`src/sv/pwli_pkg.sv`:
```
// Shared types and constants of the piecewise linear interpolator.
// No dependencies; imported by every module of the block.
`default_nettype none

package pwli_pkg;

   localparam int MAX_POINTS  = 16;
   localparam int PT_IDX_W    = $clog2(MAX_POINTS);
   localparam int LEN_W       = 5;
   localparam int ENTRY_IDX_W = 4;
   localparam int DATA_W      = 32;
   localparam int CSR_IDX_W   = 1;

   localparam logic [CSR_IDX_W-1:0] CSR_TABLE_LENGTH = CSR_IDX_W'(0);
   localparam logic [CSR_IDX_W-1:0] CSR_SINGLE_COEFF = CSR_IDX_W'(1);

   localparam logic MODE_WRITE = 1'b0;
   localparam logic MODE_QUERY = 1'b1;

   localparam int CMD_DEPTH = 2;
   localparam int CMD_PTR_W = (CMD_DEPTH > 1) ? $clog2(CMD_DEPTH) : 1;
   localparam int CMD_CNT_W = $clog2(CMD_DEPTH + 1);

   // Quotient is below 2^32 + 1, so 33 quotient bits are enough.
   localparam int DIV_STEPS = 33;
   localparam int DIV_CNT_W = $clog2(DIV_STEPS + 1);

   typedef enum logic [1:0] {
      CMD_WRITE,
      CMD_SINGLE,
      CMD_TABLE
   } cmd_kind_type;

   // index: entry address for a write, last used breakpoint for a query.
   // temp:  breakpoint temperature for a write, query temperature otherwise.
   // value: breakpoint value for a write, single coefficient otherwise.
   typedef struct packed {
      cmd_kind_type               kind;
      logic [PT_IDX_W-1:0]        index;
      logic                       entry_ok;
      logic signed [DATA_W-1:0]   temp;
      logic signed [DATA_W-1:0]   value;
   } cmd_type;

   typedef enum logic [3:0] {
      ST_IDLE,
      ST_LAST,
      ST_FIRST,
      ST_SCAN,
      ST_PREP,
      ST_MUL,
      ST_DIV,
      ST_SUM,
      ST_OUT
   } back_state_type;

endpackage

`default_nettype wire

```
`src/sv/pwli_front.sv`:
```
// Front end: configuration registers and classification of incoming items.
// Depends on pwli_pkg; feeds pwli_queue.
`default_nettype none

module pwli_front (
   input  logic                                  clock,
   input  logic                                  reset,
   input  logic                                  req_push,
   input  logic                                  req_mode,
   input  logic [pwli_pkg::ENTRY_IDX_W-1:0]      req_entry_index,
   input  logic signed [pwli_pkg::DATA_W-1:0]    req_entry_temperature,
   input  logic signed [pwli_pkg::DATA_W-1:0]    req_entry_value,
   input  logic signed [pwli_pkg::DATA_W-1:0]    req_query_temperature,
   input  logic                                  csr_we,
   input  logic [pwli_pkg::CSR_IDX_W-1:0]        csr_index,
   input  logic [pwli_pkg::DATA_W-1:0]           csr_wdata,
   input  logic                                  queue_full,
   output logic                                  queue_push,
   output pwli_pkg::cmd_type                     queue_din
);
   import pwli_pkg::*;

   logic [LEN_W-1:0]         length_ff, length_in;
   logic signed [DATA_W-1:0] single_ff, single_in;
   logic [PT_IDX_W-1:0]      last_index;
   logic                     use_single;

   always_ff @(posedge clock) begin
      if (reset) begin
         length_ff <= LEN_W'(1);
         single_ff <= '0;
      end else begin
         length_ff <= length_in;
         single_ff <= single_in;
      end
   end

   always_comb begin
      length_in = length_ff;
      single_in = single_ff;
      if (csr_we) begin
         unique case (csr_index)
            CSR_TABLE_LENGTH: length_in = csr_wdata[LEN_W-1:0];
            CSR_SINGLE_COEFF: single_in = csr_wdata;
         endcase
      end
   end

   // Treat length zero as one, and clip the length to the table depth.
   always_comb begin
      use_single = (length_ff <= LEN_W'(1));
      if (32'(length_ff) >= MAX_POINTS) begin
         last_index = PT_IDX_W'(MAX_POINTS - 1);
      end else begin
         last_index = PT_IDX_W'(length_ff - LEN_W'(1));
      end
   end

   always_comb begin
      queue_push = req_push && !queue_full;
      if (req_mode == MODE_WRITE) begin
         queue_din.kind     = CMD_WRITE;
         queue_din.index    = PT_IDX_W'(req_entry_index);
         queue_din.entry_ok = (32'(req_entry_index) < MAX_POINTS);
         queue_din.temp     = req_entry_temperature;
         queue_din.value    = req_entry_value;
      end else begin
         queue_din.kind     = use_single ? CMD_SINGLE : CMD_TABLE;
         queue_din.index    = last_index;
         queue_din.entry_ok = 1'b1;
         queue_din.temp     = req_query_temperature;
         queue_din.value    = single_ff;
      end
   end

endmodule

`default_nettype wire

```
`src/sv/pwli_queue.sv`:
```
// Short command queue between the front end and the back end.
// Depends on pwli_pkg for the command type and depth.
`default_nettype none

module pwli_queue (
   input  logic              clock,
   input  logic              reset,
   input  logic              push,
   input  pwli_pkg::cmd_type din,
   output logic              full,
   input  logic              pop,
   output pwli_pkg::cmd_type dout,
   output logic              empty
);
   import pwli_pkg::*;

   cmd_type                slot_ff [CMD_DEPTH];
   logic [CMD_PTR_W-1:0]   wr_ptr_ff, wr_ptr_in;
   logic [CMD_PTR_W-1:0]   rd_ptr_ff, rd_ptr_in;
   logic [CMD_CNT_W-1:0]   count_ff, count_in;
   logic                   push_ok, pop_ok;

   assign full    = (count_ff == CMD_CNT_W'(CMD_DEPTH));
   assign empty   = (count_ff == '0);
   assign push_ok = push && !full;
   assign pop_ok  = pop && !empty;
   assign dout    = slot_ff[rd_ptr_ff];

   always_comb begin
      wr_ptr_in = wr_ptr_ff;
      rd_ptr_in = rd_ptr_ff;
      count_in  = count_ff;
      if (push_ok) begin
         wr_ptr_in = (wr_ptr_ff == CMD_PTR_W'(CMD_DEPTH - 1)) ? '0
                                                              : wr_ptr_ff + 1'b1;
      end
      if (pop_ok) begin
         rd_ptr_in = (rd_ptr_ff == CMD_PTR_W'(CMD_DEPTH - 1)) ? '0
                                                              : rd_ptr_ff + 1'b1;
      end
      if (push_ok && !pop_ok) begin
         count_in = count_ff + 1'b1;
      end else if (pop_ok && !push_ok) begin
         count_in = count_ff - 1'b1;
      end
   end

   always_ff @(posedge clock) begin
      if (reset) begin
         wr_ptr_ff <= '0;
         rd_ptr_ff <= '0;
         count_ff  <= '0;
      end else begin
         wr_ptr_ff <= wr_ptr_in;
         rd_ptr_ff <= rd_ptr_in;
         count_ff  <= count_in;
      end
   end

   always_ff @(posedge clock) begin
      if (push_ok) begin
         slot_ff[wr_ptr_ff] <= din;
      end
   end

endmodule

`default_nettype wire

```
`src/sv/pwli_back.sv`:
```
// Back end: breakpoint memories, search sequencer, serial divider, result register.
// Depends on pwli_pkg; drains pwli_queue.
`default_nettype none

module pwli_back (
   input  logic                               clock,
   input  logic                               reset,
   input  logic                               queue_empty,
   input  pwli_pkg::cmd_type                  queue_dout,
   output logic                               queue_pop,
   input  logic                               rsp_pop,
   output logic                               rsp_empty,
   output logic signed [pwli_pkg::DATA_W-1:0] rsp_result_value
);
   import pwli_pkg::*;

   logic signed [DATA_W-1:0] temp_mem  [MAX_POINTS];
   logic signed [DATA_W-1:0] value_mem [MAX_POINTS];

   back_state_type           state_ff, state_in;
   logic                     rsp_valid_ff, rsp_valid_in;
   logic signed [DATA_W-1:0] rsp_value_ff, rsp_value_in;

   logic signed [DATA_W-1:0] rd_temp_ff, rd_value_ff;
   logic signed [DATA_W-1:0] x_ff, x_in;
   logic [PT_IDX_W-1:0]      last_ff, last_in;
   logic [PT_IDX_W-1:0]      idx_ff, idx_in;
   logic signed [DATA_W-1:0] tlo_ff, tlo_in, thi_ff, thi_in;
   logic signed [DATA_W-1:0] lo_ff, lo_in, hi_ff, hi_in;
   logic [DATA_W-1:0]        dx_ff, dx_in, dt_ff, dt_in;
   logic [DATA_W:0]          mag_ff, mag_in;
   logic                     neg_ff, neg_in;
   logic [DATA_W-1:0]        rem_ff, rem_in;
   logic [2*DATA_W-1:0]      num_ff, num_in;
   logic [DIV_STEPS-1:0]     quo_ff, quo_in;
   logic [DIV_CNT_W-1:0]     cnt_ff, cnt_in;
   logic signed [DATA_W-1:0] res_ff, res_in;

   logic [PT_IDX_W-1:0]      rd_addr;
   logic                     mem_we;
   logic                     slot_free;
   logic signed [DATA_W:0]   dy;
   logic [2*DATA_W-1:0]      prod;
   logic [DATA_W:0]          trial;
   logic [DATA_W:0]          dt_ext;
   logic                     trial_ge;
   logic [DATA_W+1:0]        lo_ext, quo_ext, sum;

   assign slot_free = !rsp_valid_ff || rsp_pop;
   assign rsp_empty = !rsp_valid_ff;
   assign rsp_result_value = rsp_value_ff;

   assign dy       = {hi_ff[DATA_W-1], hi_ff} - {lo_ff[DATA_W-1], lo_ff};
   assign prod     = (2*DATA_W)'(dx_ff) * (2*DATA_W)'(mag_ff);
   assign trial    = {rem_ff, num_ff[2*DATA_W-1]};
   assign dt_ext   = {1'b0, dt_ff};
   assign trial_ge = (trial >= dt_ext);
   assign lo_ext   = {{2{lo_ff[DATA_W-1]}}, lo_ff};
   assign quo_ext  = (DATA_W+2)'(quo_ff);
   assign sum      = neg_ff ? lo_ext - quo_ext : lo_ext + quo_ext;

   // Table memories: one write port, one registered read port each.
   always_ff @(posedge clock) begin
      if (mem_we) begin
         temp_mem[queue_dout.index]  <= queue_dout.temp;
         value_mem[queue_dout.index] <= queue_dout.value;
      end
      rd_temp_ff  <= temp_mem[rd_addr];
      rd_value_ff <= value_mem[rd_addr];
   end

   always_ff @(posedge clock) begin
      if (reset) begin
         state_ff     <= ST_IDLE;
         rsp_valid_ff <= 1'b0;
         cnt_ff       <= '0;
      end else begin
         state_ff     <= state_in;
         rsp_valid_ff <= rsp_valid_in;
         cnt_ff       <= cnt_in;
      end
   end

   always_ff @(posedge clock) begin
      rsp_value_ff <= rsp_value_in;
      x_ff         <= x_in;
      last_ff      <= last_in;
      idx_ff       <= idx_in;
      tlo_ff       <= tlo_in;
      thi_ff       <= thi_in;
      lo_ff        <= lo_in;
      hi_ff        <= hi_in;
      dx_ff        <= dx_in;
      dt_ff        <= dt_in;
      mag_ff       <= mag_in;
      neg_ff       <= neg_in;
      rem_ff       <= rem_in;
      num_ff       <= num_in;
      quo_ff       <= quo_in;
      res_ff       <= res_in;
   end

   always_comb begin
      state_in     = state_ff;
      rsp_value_in = rsp_value_ff;
      x_in         = x_ff;
      last_in      = last_ff;
      idx_in       = idx_ff;
      tlo_in       = tlo_ff;
      thi_in       = thi_ff;
      lo_in        = lo_ff;
      hi_in        = hi_ff;
      dx_in        = dx_ff;
      dt_in        = dt_ff;
      mag_in       = mag_ff;
      neg_in       = neg_ff;
      rem_in       = rem_ff;
      num_in       = num_ff;
      quo_in       = quo_ff;
      cnt_in       = cnt_ff;
      res_in       = res_ff;
      rd_addr      = idx_ff;
      mem_we       = 1'b0;
      queue_pop    = 1'b0;
      rsp_valid_in = rsp_valid_ff && !rsp_pop;

      unique case (state_ff)
         ST_IDLE: begin
            if (!queue_empty) begin
               unique case (queue_dout.kind)
                  CMD_WRITE: begin
                     queue_pop = 1'b1;
                     mem_we    = queue_dout.entry_ok;
                  end
                  CMD_SINGLE: begin
                     if (slot_free) begin
                        queue_pop    = 1'b1;
                        rsp_valid_in = 1'b1;
                        rsp_value_in = queue_dout.value;
                     end
                  end
                  CMD_TABLE: begin
                     queue_pop = 1'b1;
                     x_in      = queue_dout.temp;
                     last_in   = queue_dout.index;
                     rd_addr   = queue_dout.index;
                     state_in  = ST_LAST;
                  end
                  default: queue_pop = 1'b1;
               endcase
            end
         end
         // Upper clamp first: it wins when both ends apply.
         ST_LAST: begin
            if (x_ff >= rd_temp_ff) begin
               res_in   = rd_value_ff;
               state_in = ST_OUT;
            end else begin
               rd_addr  = '0;
               state_in = ST_FIRST;
            end
         end
         ST_FIRST: begin
            if (x_ff <= rd_temp_ff) begin
               res_in   = rd_value_ff;
               state_in = ST_OUT;
            end else begin
               tlo_in   = rd_temp_ff;
               lo_in    = rd_value_ff;
               idx_in   = PT_IDX_W'(1);
               rd_addr  = PT_IDX_W'(1);
               state_in = ST_SCAN;
            end
         end
         // Walk up until a breakpoint lies above x, or the last one is reached.
         ST_SCAN: begin
            if ((x_ff < rd_temp_ff) || (idx_ff == last_ff)) begin
               thi_in   = rd_temp_ff;
               hi_in    = rd_value_ff;
               state_in = ST_PREP;
            end else begin
               tlo_in   = rd_temp_ff;
               lo_in    = rd_value_ff;
               idx_in   = idx_ff + 1'b1;
               rd_addr  = idx_ff + 1'b1;
            end
         end
         ST_PREP: begin
            dx_in    = DATA_W'(x_ff - tlo_ff);
            dt_in    = DATA_W'(thi_ff - tlo_ff);
            neg_in   = dy[DATA_W];
            mag_in   = dy[DATA_W] ? (DATA_W+1)'(-dy) : (DATA_W+1)'(dy);
            state_in = ST_MUL;
         end
         // Load the divider; the top bits of the product are already below dt.
         ST_MUL: begin
            rem_in   = DATA_W'(prod[2*DATA_W-1:DIV_STEPS]);
            num_in   = {prod[DIV_STEPS-1:0], (2*DATA_W-DIV_STEPS)'(0)};
            quo_in   = '0;
            cnt_in   = DIV_CNT_W'(DIV_STEPS);
            state_in = ST_DIV;
         end
         ST_DIV: begin
            if (trial_ge) begin
               rem_in = DATA_W'(trial - dt_ext);
            end else begin
               rem_in = trial[DATA_W-1:0];
            end
            quo_in = {quo_ff[DIV_STEPS-2:0], trial_ge};
            num_in = {num_ff[2*DATA_W-2:0], 1'b0};
            cnt_in = cnt_ff - 1'b1;
            if (cnt_ff == DIV_CNT_W'(1)) begin
               state_in = ST_SUM;
            end
         end
         // Saturate to the signed 32-bit range.
         ST_SUM: begin
            if (sum[DATA_W+1:DATA_W-1] == 3'b000 || sum[DATA_W+1:DATA_W-1] == 3'b111) begin
               res_in = sum[DATA_W-1:0];
            end else if (sum[DATA_W+1]) begin
               res_in = {1'b1, (DATA_W-1)'(0)};
            end else begin
               res_in = {1'b0, {(DATA_W-1){1'b1}}};
            end
            state_in = ST_OUT;
         end
         ST_OUT: begin
            if (slot_free) begin
               rsp_valid_in = 1'b1;
               rsp_value_in = res_ff;
               state_in     = ST_IDLE;
            end
         end
         default: state_in = ST_IDLE;
      endcase
   end

endmodule

`default_nettype wire

```
`src/sv/piecewise_linear_interpolator_core.sv`:
```
// Top level of the piecewise linear interpolator: front end, command queue, back end.
// Depends on pwli_pkg, pwli_front, pwli_queue and pwli_back.
`default_nettype none

// Piecewise linear interpolation table in signed Q16.16. A write transaction
// (mode 0) stores one breakpoint temperature and its coefficient; a query
// transaction (mode 1) returns one result: the single coefficient when the
// table length is one (zero counts as one), the last value at or above the
// last breakpoint, the first value at or below the first, and otherwise
// lo + trunc((x - tlo) * (hi - lo) / (thi - tlo)) saturated to 32 bits.
// Both channels behave as queues: push while full is low, pop while empty is
// low. Accepted items wait in a two-entry command queue, so the input keeps
// taking items while the back end works or a result waits to be popped; one
// result register holds the finished answer. Items are carried out one at a
// time: a write, and a single-coefficient query once the result register is
// free, are handled in the idle state; a query clamped at the upper end reads
// the last breakpoint, one clamped at the lower end also the first, and an
// interpolated query searches the table, then prepares the deltas,
// multiplies, runs the 33-step restoring divider and saturates the sum. The
// table memory gives one entry per cycle to the search.
// Table entries read before they are written hold no defined value. Write the
// CSRs (index 0: table length, index 1: single coefficient) only while no
// transaction is in flight.
module piecewise_linear_interpolator_core (
   input  logic                                  clock,
   input  logic                                  reset,
   // input channel
   input  logic                                  req_push,
   output logic                                  req_full,
   input  logic                                  req_mode,
   input  logic [pwli_pkg::ENTRY_IDX_W-1:0]      req_entry_index,
   input  logic signed [pwli_pkg::DATA_W-1:0]    req_entry_temperature,
   input  logic signed [pwli_pkg::DATA_W-1:0]    req_entry_value,
   input  logic signed [pwli_pkg::DATA_W-1:0]    req_query_temperature,
   // result channel
   output logic                                  rsp_empty,
   input  logic                                  rsp_pop,
   output logic signed [pwli_pkg::DATA_W-1:0]    rsp_result_value,
   // configuration port
   input  logic                                  csr_we,
   input  logic [pwli_pkg::CSR_IDX_W-1:0]        csr_index,
   input  logic [pwli_pkg::DATA_W-1:0]           csr_wdata
);
   import pwli_pkg::*;

   logic    queue_push, queue_pop, queue_empty;
   cmd_type queue_din, queue_dout;

   // Hold the CSRs and turn each accepted transaction into a command.
   pwli_front u_front (
      .clock                 (clock),
      .reset                 (reset),
      .req_push              (req_push),
      .req_mode              (req_mode),
      .req_entry_index       (req_entry_index),
      .req_entry_temperature (req_entry_temperature),
      .req_entry_value       (req_entry_value),
      .req_query_temperature (req_query_temperature),
      .csr_we                (csr_we),
      .csr_index             (csr_index),
      .csr_wdata             (csr_wdata),
      .queue_full            (req_full),
      .queue_push            (queue_push),
      .queue_din             (queue_din)
   );

   // Decouple acceptance from execution.
   pwli_queue u_queue (
      .clock (clock),
      .reset (reset),
      .push  (queue_push),
      .din   (queue_din),
      .full  (req_full),
      .pop   (queue_pop),
      .dout  (queue_dout),
      .empty (queue_empty)
   );

   // Store breakpoints, search, interpolate and present the result.
   pwli_back u_back (
      .clock            (clock),
      .reset            (reset),
      .queue_empty      (queue_empty),
      .queue_dout       (queue_dout),
      .queue_pop        (queue_pop),
      .rsp_pop          (rsp_pop),
      .rsp_empty        (rsp_empty),
      .rsp_result_value (rsp_result_value)
   );

endmodule

`default_nettype wire

```
`config.mk`:
```
export PLATFORM = sky130hd
export DESIGN_NAME = piecewise_linear_interpolator_core
export DESIGN_NICKNAME = d
export VERILOG_FILES = /design/src/sv/pwli_pkg.sv /design/src/sv/pwli_front.sv /design/src/sv/pwli_queue.sv /design/src/sv/pwli_back.sv /design/src/sv/piecewise_linear_interpolator_core.sv
export SDC_FILE = /design/constraint.sdc
export NUM_CORES = 2
export LEC_CHECK = 0
export BUFFER_PORTS_ARGS = -buffer_cell sky130_fd_sc_hd__clkbuf_2
export CORE_MARGIN = 5
export CORE_UTILIZATION = 50
export DETAILED_ROUTE_END_ITERATION = 7
export PLACE_DENSITY = 0.76
export RECOVER_POWER = 25
export SYNTH_ARGS = -nofsm -noshare
export SYNTH_HDL_FRONTEND = slang
export SYNTH_SLANG_ARGS = --single-unit
```
`constraint.sdc`:
```
create_clock -name clock -period 11 [get_ports clock]
set_clock_uncertainty 0.2 [all_clocks]
set_input_delay 2.2 -clock clock [delete_from_list [all_inputs] [get_ports clock]]
set_output_delay 2.2 -clock clock [all_outputs]
set_load 0.005 [all_outputs]
```
After elaboration in Yosys (flattened, before gate mapping)
Memories as Yosys holds them, arrays and structs flattened. A register that Yosys moved wholly into a read port is not among the register bits.
Cells that the tools add are included.

word-level totals
  bits in registers = 511
  memory bits (writable) = 1166
  output and inout port bits = 34
  memories kept = 3

memory list
  name              words  bits a word  read ports  clocked after memory_dff  write ports  RTL line          text
  u_back.temp_mem   16     32           1           1                         1            pwli_back.sv:17   logic signed [DATA_W-1:0] temp_mem [MAX_POINTS];
  u_back.value_mem  16     32           1           1                         1            pwli_back.sv:18   logic signed [DATA_W-1:0] value_mem [MAX_POINTS];
  u_queue.slot_ff   2      71           1           1                         1            pwli_queue.sv:17  cmd_type slot_ff [CMD_DEPTH];

operators by class
  add/sub/neg operators = 14
  multipliers = 1
  order comparisons = 6
  equal/unequal tests = 25
  mux-type cells = 62
  bitwise operators = 2
  reduce and logical (&&, ||, !) cells = 32

operator list
  kind                                                    number
  2-to-1 mux 32 bit                                       14
  case mux 32 bit (2 select lines)                        4
  case mux 64 bit (2 select lines)                        1
  case mux 32 bit (3 select lines)                        1
  subtractor 32 bit                                       3
  2-to-1 mux 71 bit                                       1
  case mux 33 bit (2 select lines)                        1
  multiplier 32 x 33 -> 64 bit                            1
  2-to-1 mux 4 bit                                        13
  case mux 4 bit (9 select lines)                         1
  adder 34 x 33 -> 34 bit                                 1
  2-to-1 mux 34 bit                                       1
  subtractor 34 x 33 -> 34 bit                            1
  >= comparator 33 x 32 -> 1 bit                          1
  negator 33 bit                                          1
  subtractor 32 x 32 -> 33 bit                            1
  >= comparator 32 bit                                    1
  <= comparator 32 bit                                    1
  < comparator 32 bit                                     1
  2-to-1 mux 1 bit                                        18
  == test 4 x 3 -> 1 bit (second input constant)          4
  case mux 4 bit (4 select lines)                         1
  inequality test 2 x 1 -> 1 bit (second input constant)  6
  case mux 6 bit (2 select lines)                         1
  other kinds (32)                                        63

Longest topological paths before layout
  word-level depth = 10
  gate-level depth with buffers = 30
  mapped depth without buffers = 29

Modules after synthesis
A second synthesis with hierarchy kept.

unflattened totals
  cells, all modules = 9004
  area total of the unflattened synthesis = 108834.4 um2

by module, submodules not included
  module      times used  cells each  area an instance (um2)  seq. area each (um2)
  pwli_back   1           8502        101063.2                45103.3
  pwli_queue  1           246         5321.4                  4364.2
  pwli_front  1           256         2449.8                  740.7

Worst setup path after synthesis
Ideal clock, no wire load.

  kind = register to register
  start = reg u_back.x_ff[17]
  end = reg u_back.lo_ff[0], enable pin
  arrival = 7.954 ns
  path slack = 1.848 ns
  stages on the path, launching flop included = 11
  cell sequence = edfxtp_1 -> ha_1 -> a21oi_1 -> o21ai_0 -> a2111oi_0 -> a31oi_1 -> o21a_1 -> and2_1 -> clkbuf_1 -> nor2_1 -> nor3b_1

on the way
  word-level cells in the longest chain between the ends = 4
  elaborated cells on any way between the ends = 6

RTL lines
  element                          RTL line          text
  start, declared                  pwli_back.sv:25   logic signed [DATA_W-1:0] x_ff, x_in;
  start signal, assigned           pwli_back.sv:86   x_ff <= x_in;
  < comparator 32 bit              pwli_back.sv:177  if ((x_ff < rd_temp_ff) || (idx_ff == last_ff)) begin
  logical OR 1 bit                 pwli_back.sv:177
  inequality test 2 bit (no line)  -
  AND reduction 3 bit (no line) *  -
  end signal, assigned             pwli_back.sv:91   lo_ff <= lo_in;
  end, declared                    pwli_back.sv:29   logic signed [DATA_W-1:0] lo_ff, lo_in, hi_ff, hi_in;

Mark *: on every way between the ends. The rest lies on a longest branch, timed or not.
A chain may end at the register's enable or synchronous reset.

Final worst setup path
  start = reg u_back.mag_ff[18]
  end = reg u_back.rem_ff[20], data pin

on the way
  word-level cells in the longest chain between the ends = 2

RTL lines
  element                           RTL line          text
  start, declared                   pwli_back.sv:31   logic [DATA_W:0] mag_ff, mag_in;
  start signal, assigned            pwli_back.sv:95   mag_ff <= mag_in;
  multiplier 32 x 33 -> 64 bit      pwli_back.sv:54   assign prod = (2*DATA_W)'(dx_ff) * (2*DATA_W)'(mag_ff);
  case mux 32 bit (2 select lines)  pwli_back.sv:127  unique case (state_ff)
  via u_back.rem_in[20]             pwli_back.sv:33   logic [DATA_W-1:0] rem_ff, rem_in;
  end signal, assigned              pwli_back.sv:97   rem_ff <= rem_in;
  end, declared                     pwli_back.sv:33

The timed path passes the listed nets, and every way through them passes these cells.

==> results.ini <==
[die]
coreArea_um2=217000
num_rows=171
die_h_um=477
die_w_um=477
start_util_pct=50.2
io_pins=173
die_area_um2=227000

[finish]
final_core_utilization_pct=54.8
fin_nets=10400
syn_to_final_growth_pct=9.23
drive_above_1_share_pct=9.22
finish.instance_area_um2=119000

[routing]
wl_per_cell_um=24.8
ant_nets=0
vias_per_cell=5.86
drtPass1Iterations=6
totalWireLength_um=295000
drtIter0Drc=7421
drc=0
vias=69500

[synthesis]
synth_flop_cell=edfxtp_1
yosysTopAreaCell=edfxtp_1
synth_area_leaders=edfxtp_1 44%, fa_1 17%, mux2i_1 7.3%, ha_1 5.3%, inv_1 4.0%
ys_async_sr_fraction_pct=0
synth_top_cell_area_share_pct=43.8
synth_edf_count=1592
syn-num-nets=10300
syn_avg_cell_area_um2=12.4
syn_inst=8762
yosysWarnings=0
yosysUniqueCellTypes=80
netlist_area_um2=109000
synth_seq_cells=1709
ys_seq_area_share_pct=46.0

[worst_hold_path]
hold_path_startpoint=u_back.rd_temp_ff[31]
hp-class=reg -> reg

[clock_network]
clockBufferDepth=3
cts_root_buf=clkbuf_16
htreeDepth=4
cts.sinks=1709
clk_latency_ps=840
clk_pin_slew_ps=80
cts-resized-gates=0
post_cts_buffers=0
cts.hold.buffers_added=0
cts_buffers=174
cts_tree=built

[critical_path]
crit_fanout=22
crit_path_start_kind=register
ff2ff_path_depth=27
r2r_start=u_back.mag_ff[18]
worstPathRequired_ps=11340
critPathCaptureType=register
crit_start=u_back.mag_ff[18]
endpoint=u_back.rem_ff[20]
reg2reg_to=u_back.rem_ff[20]
critPathArrivalTime_ps=10840
r2r_slack_ps=500
critPathKind=reg -> reg

[global_route]
grt_max_degree=122
grt_use_total_pct=25.6
grt_pass1_vias=71900
overflow=0
grt_first_pass_wirelength_um=441000
antenna_found_initial=19

[power_and_ir_drop]
max-vdd-ir-drop_uv=329
power_per_cell_area_nw_per_um2=175
p_int_uw=14000
switching_share_pct=32.9
combinationalPowerShare_pct=29.3
clkPwrFrac_pct=29.0
cellLeakagePower_uw=0.0494
power.net_switching_uw=6860
seqPwrFrac_pct=41.7

[run]
drv_cap=6

[sta]
finalSetupViolCount=0
rsz0062_at_grt=false
max_freq_mhz=95.2
final_max_slew_viol_count=204
fin_setup_tns_ps=0
period_share_pct=95.5
tightest_slew_ps=2890
hold_violations=0
slew_headroom_pct=-92.6
fin_crit_ps=10500

[place]
dp_hpwl_um=204000
placed_area_um2=113000
gp_congestion=0.992
portBuffers=172

[run_status]
violations=capacitance limit, slew limit
status=complete, but fails checks

-- cell usage in the layout (no fill, tap or decap), types with 22 or more instances in the layout --
cell type  instances
a31oi_1           35
nand3_1           48
nand4_1           32
nor2_1           223
inv_1           1152
edfxtp_1        1592
or3_1             25
buf_4            124
o21bai_1          28
clkbuf_1          29
and3_1            30
nand2b_1          49
clkinv_2          36
nor3_1            61
and2_1           510
dfxtp_1          117
mux2i_1          791
a211oi_1          25
mux2_2           121
clkinv_1          22
nand2_1          857
clkbuf_2         171
a21o_1           108
fa_1             930
mux4_2            64
a221o_1           30
o211ai_1          38
o21a_1            41
ha_1             458
xor2_1            72
nor2b_1           24
a21oi_1          268
clkbuf_16        175
o21ai_0          166
mux2_1            41
xnor2_1          185
-- cell families after synthesis --
logic type               Yosys count  share of synthesized area (%)
buffers and inverters           1551                           5.44
adder cells (fa/ha/maj)         1388                           22.3
flip-flops                      1709                           46.0
AO/OA/AOI/OAI                    886                           5.26
XOR/XNOR                         258                           2.08
AND/OR/NAND/NOR                 1952                           8.63
multiplexers                    1018                           10.3
-- worst min path at each step --
stage / end / slack [ps] / cells past startpoint
after floorplan: u_back.hi_ff[14] / 230 / 0
after global placement: u_back.thi_ff[31] / 240 / 0
after detailed placement: u_back.tlo_ff[31] / 240 / 0
after CTS: u_front.single_ff[8] / 250 / 2
after global routing: u_back.tlo_ff[31] / 270 / 0
final: u_back.tlo_ff[31] / 250 / 0
-- synthesized netlist by cell type (9+ instances only) --
| cell | number |
|---|---|
| nand2b_1 | 49 |
| mux2_2 | 162 |
| nand4_1 | 32 |
| xor2_1 | 72 |
| inv_1 | 1153 |
| o31a_1 | 13 |
| o41ai_1 | 11 |
| fa_1 | 930 |
| o31ai_1 | 21 |
| or3_1 | 26 |
| nor2b_1 | 25 |
| dfxtp_1 | 117 |
| a221o_1 | 30 |
| or2_2 | 16 |
| nand3_1 | 49 |
| o21bai_1 | 28 |
| o21ai_0 | 166 |
| nor3_1 | 61 |
| buf_1 | 23 |
| nor2_1 | 244 |
| buf_4 | 9 |
| o21a_1 | 41 |
| o211ai_1 | 38 |
| a211oi_1 | 25 |
| and2_1 | 512 |
| a21oi_1 | 271 |
| a211o_1 | 11 |
| nand2_1 | 857 |
| edfxtp_1 | 1592 |
| mux4_2 | 64 |
| nor4_1 | 17 |
| buf_2 | 51 |
| a21boi_0 | 14 |
| and3_1 | 31 |
| a31oi_1 | 35 |
| mux2i_1 | 792 |
| xnor2_1 | 185 |
| a21o_1 | 108 |
| clkbuf_1 | 314 |
| ha_1 | 458 |
-- sequential cells by signal (all words and copies together) (netlist names), 33 cells and up, named ones only --
register,flops
u_back.temp_mem,512
u_back.value_mem,512
u_queue.slot_ff,140
u_back.mag_ff,33
u_back.num_ff,33
u_back.quo_ff,33
-- routing by layer --
metal | wire [um] | GRT usage (%) | vias up
met5 | 12 | 0 | -
met4 | 17000 | 12.8 | 2
met3 | 29300 | 5.52 | 685
met2 | 134000 | 40.1 | 3501
met1 | 115000 | 33.9 | 35300
li1 | - | - | 30100
-- through the flow --
stage | std cells | power [uW] | hold slack (ps) | setup slack [ps]
3_3_place_gp | 11500 | 14700 | 235 | 1370
6_report | 11900 | 20800 | 251 | 500
5_1_grt | 11900 | 21600 | 269 | 469
4_1_cts | 11800 | 20900 | 253 | 1030
2_1_floorplan | 8762 | 12700 | 225 | 1850
3_5_place_dp | 11500 | 14900 | 238 | 1080
-- worst max-delay path, cell delays in order, from the launching register on --
cell      delay, ps
edfxtp_1       1130
buf_4           360
nand2_1          90
fa_1            490
inv_1            50
fa_1            480
inv_1            60
fa_1            540
inv_1            60
fa_1            500
inv_1            60
fa_1            410
inv_1            90
fa_1            450
fa_1            550
fa_1            430
ha_1            370
a21o_1          210
a21o_1          230
a211oi_1        850
nand3_1         180
a21oi_1         720
o31ai_1         280
a21boi_0        450
o21ai_0         220
a211oi_1        400
xor2_1          230
o21ai_0         100
-- power groups by stage --
stage | registers [uW] | clock network, uW | logic [uW]
after global routing | 8690 | 6390 | 6520
after floorplan | 8500 | 0 | 4230
final | 8690 | 6040 | 6110
after CTS | 8670 | 6110 | 6100
after global placement | 8790 | 0 | 5910
after detailed placement | 8800 | 0 | 6050
-- area by class of cell --
cell class / count / area (um^2)
Clock inverter: 111 / 1200
Clock buffer: 216 / 4680
Fill cell: 17400 / 98100
Antenna cell: 13 / 32.5
Sequential cell: 1709 / 50100
Inverter: 1153 / 4330
Timing Repair Buffer: 304 / 1920
Multi-Input combinational cell: 5502 / 53200
Tap cell: 2854 / 3570
No activity file was read; power rests on OpenSTA's default activity.
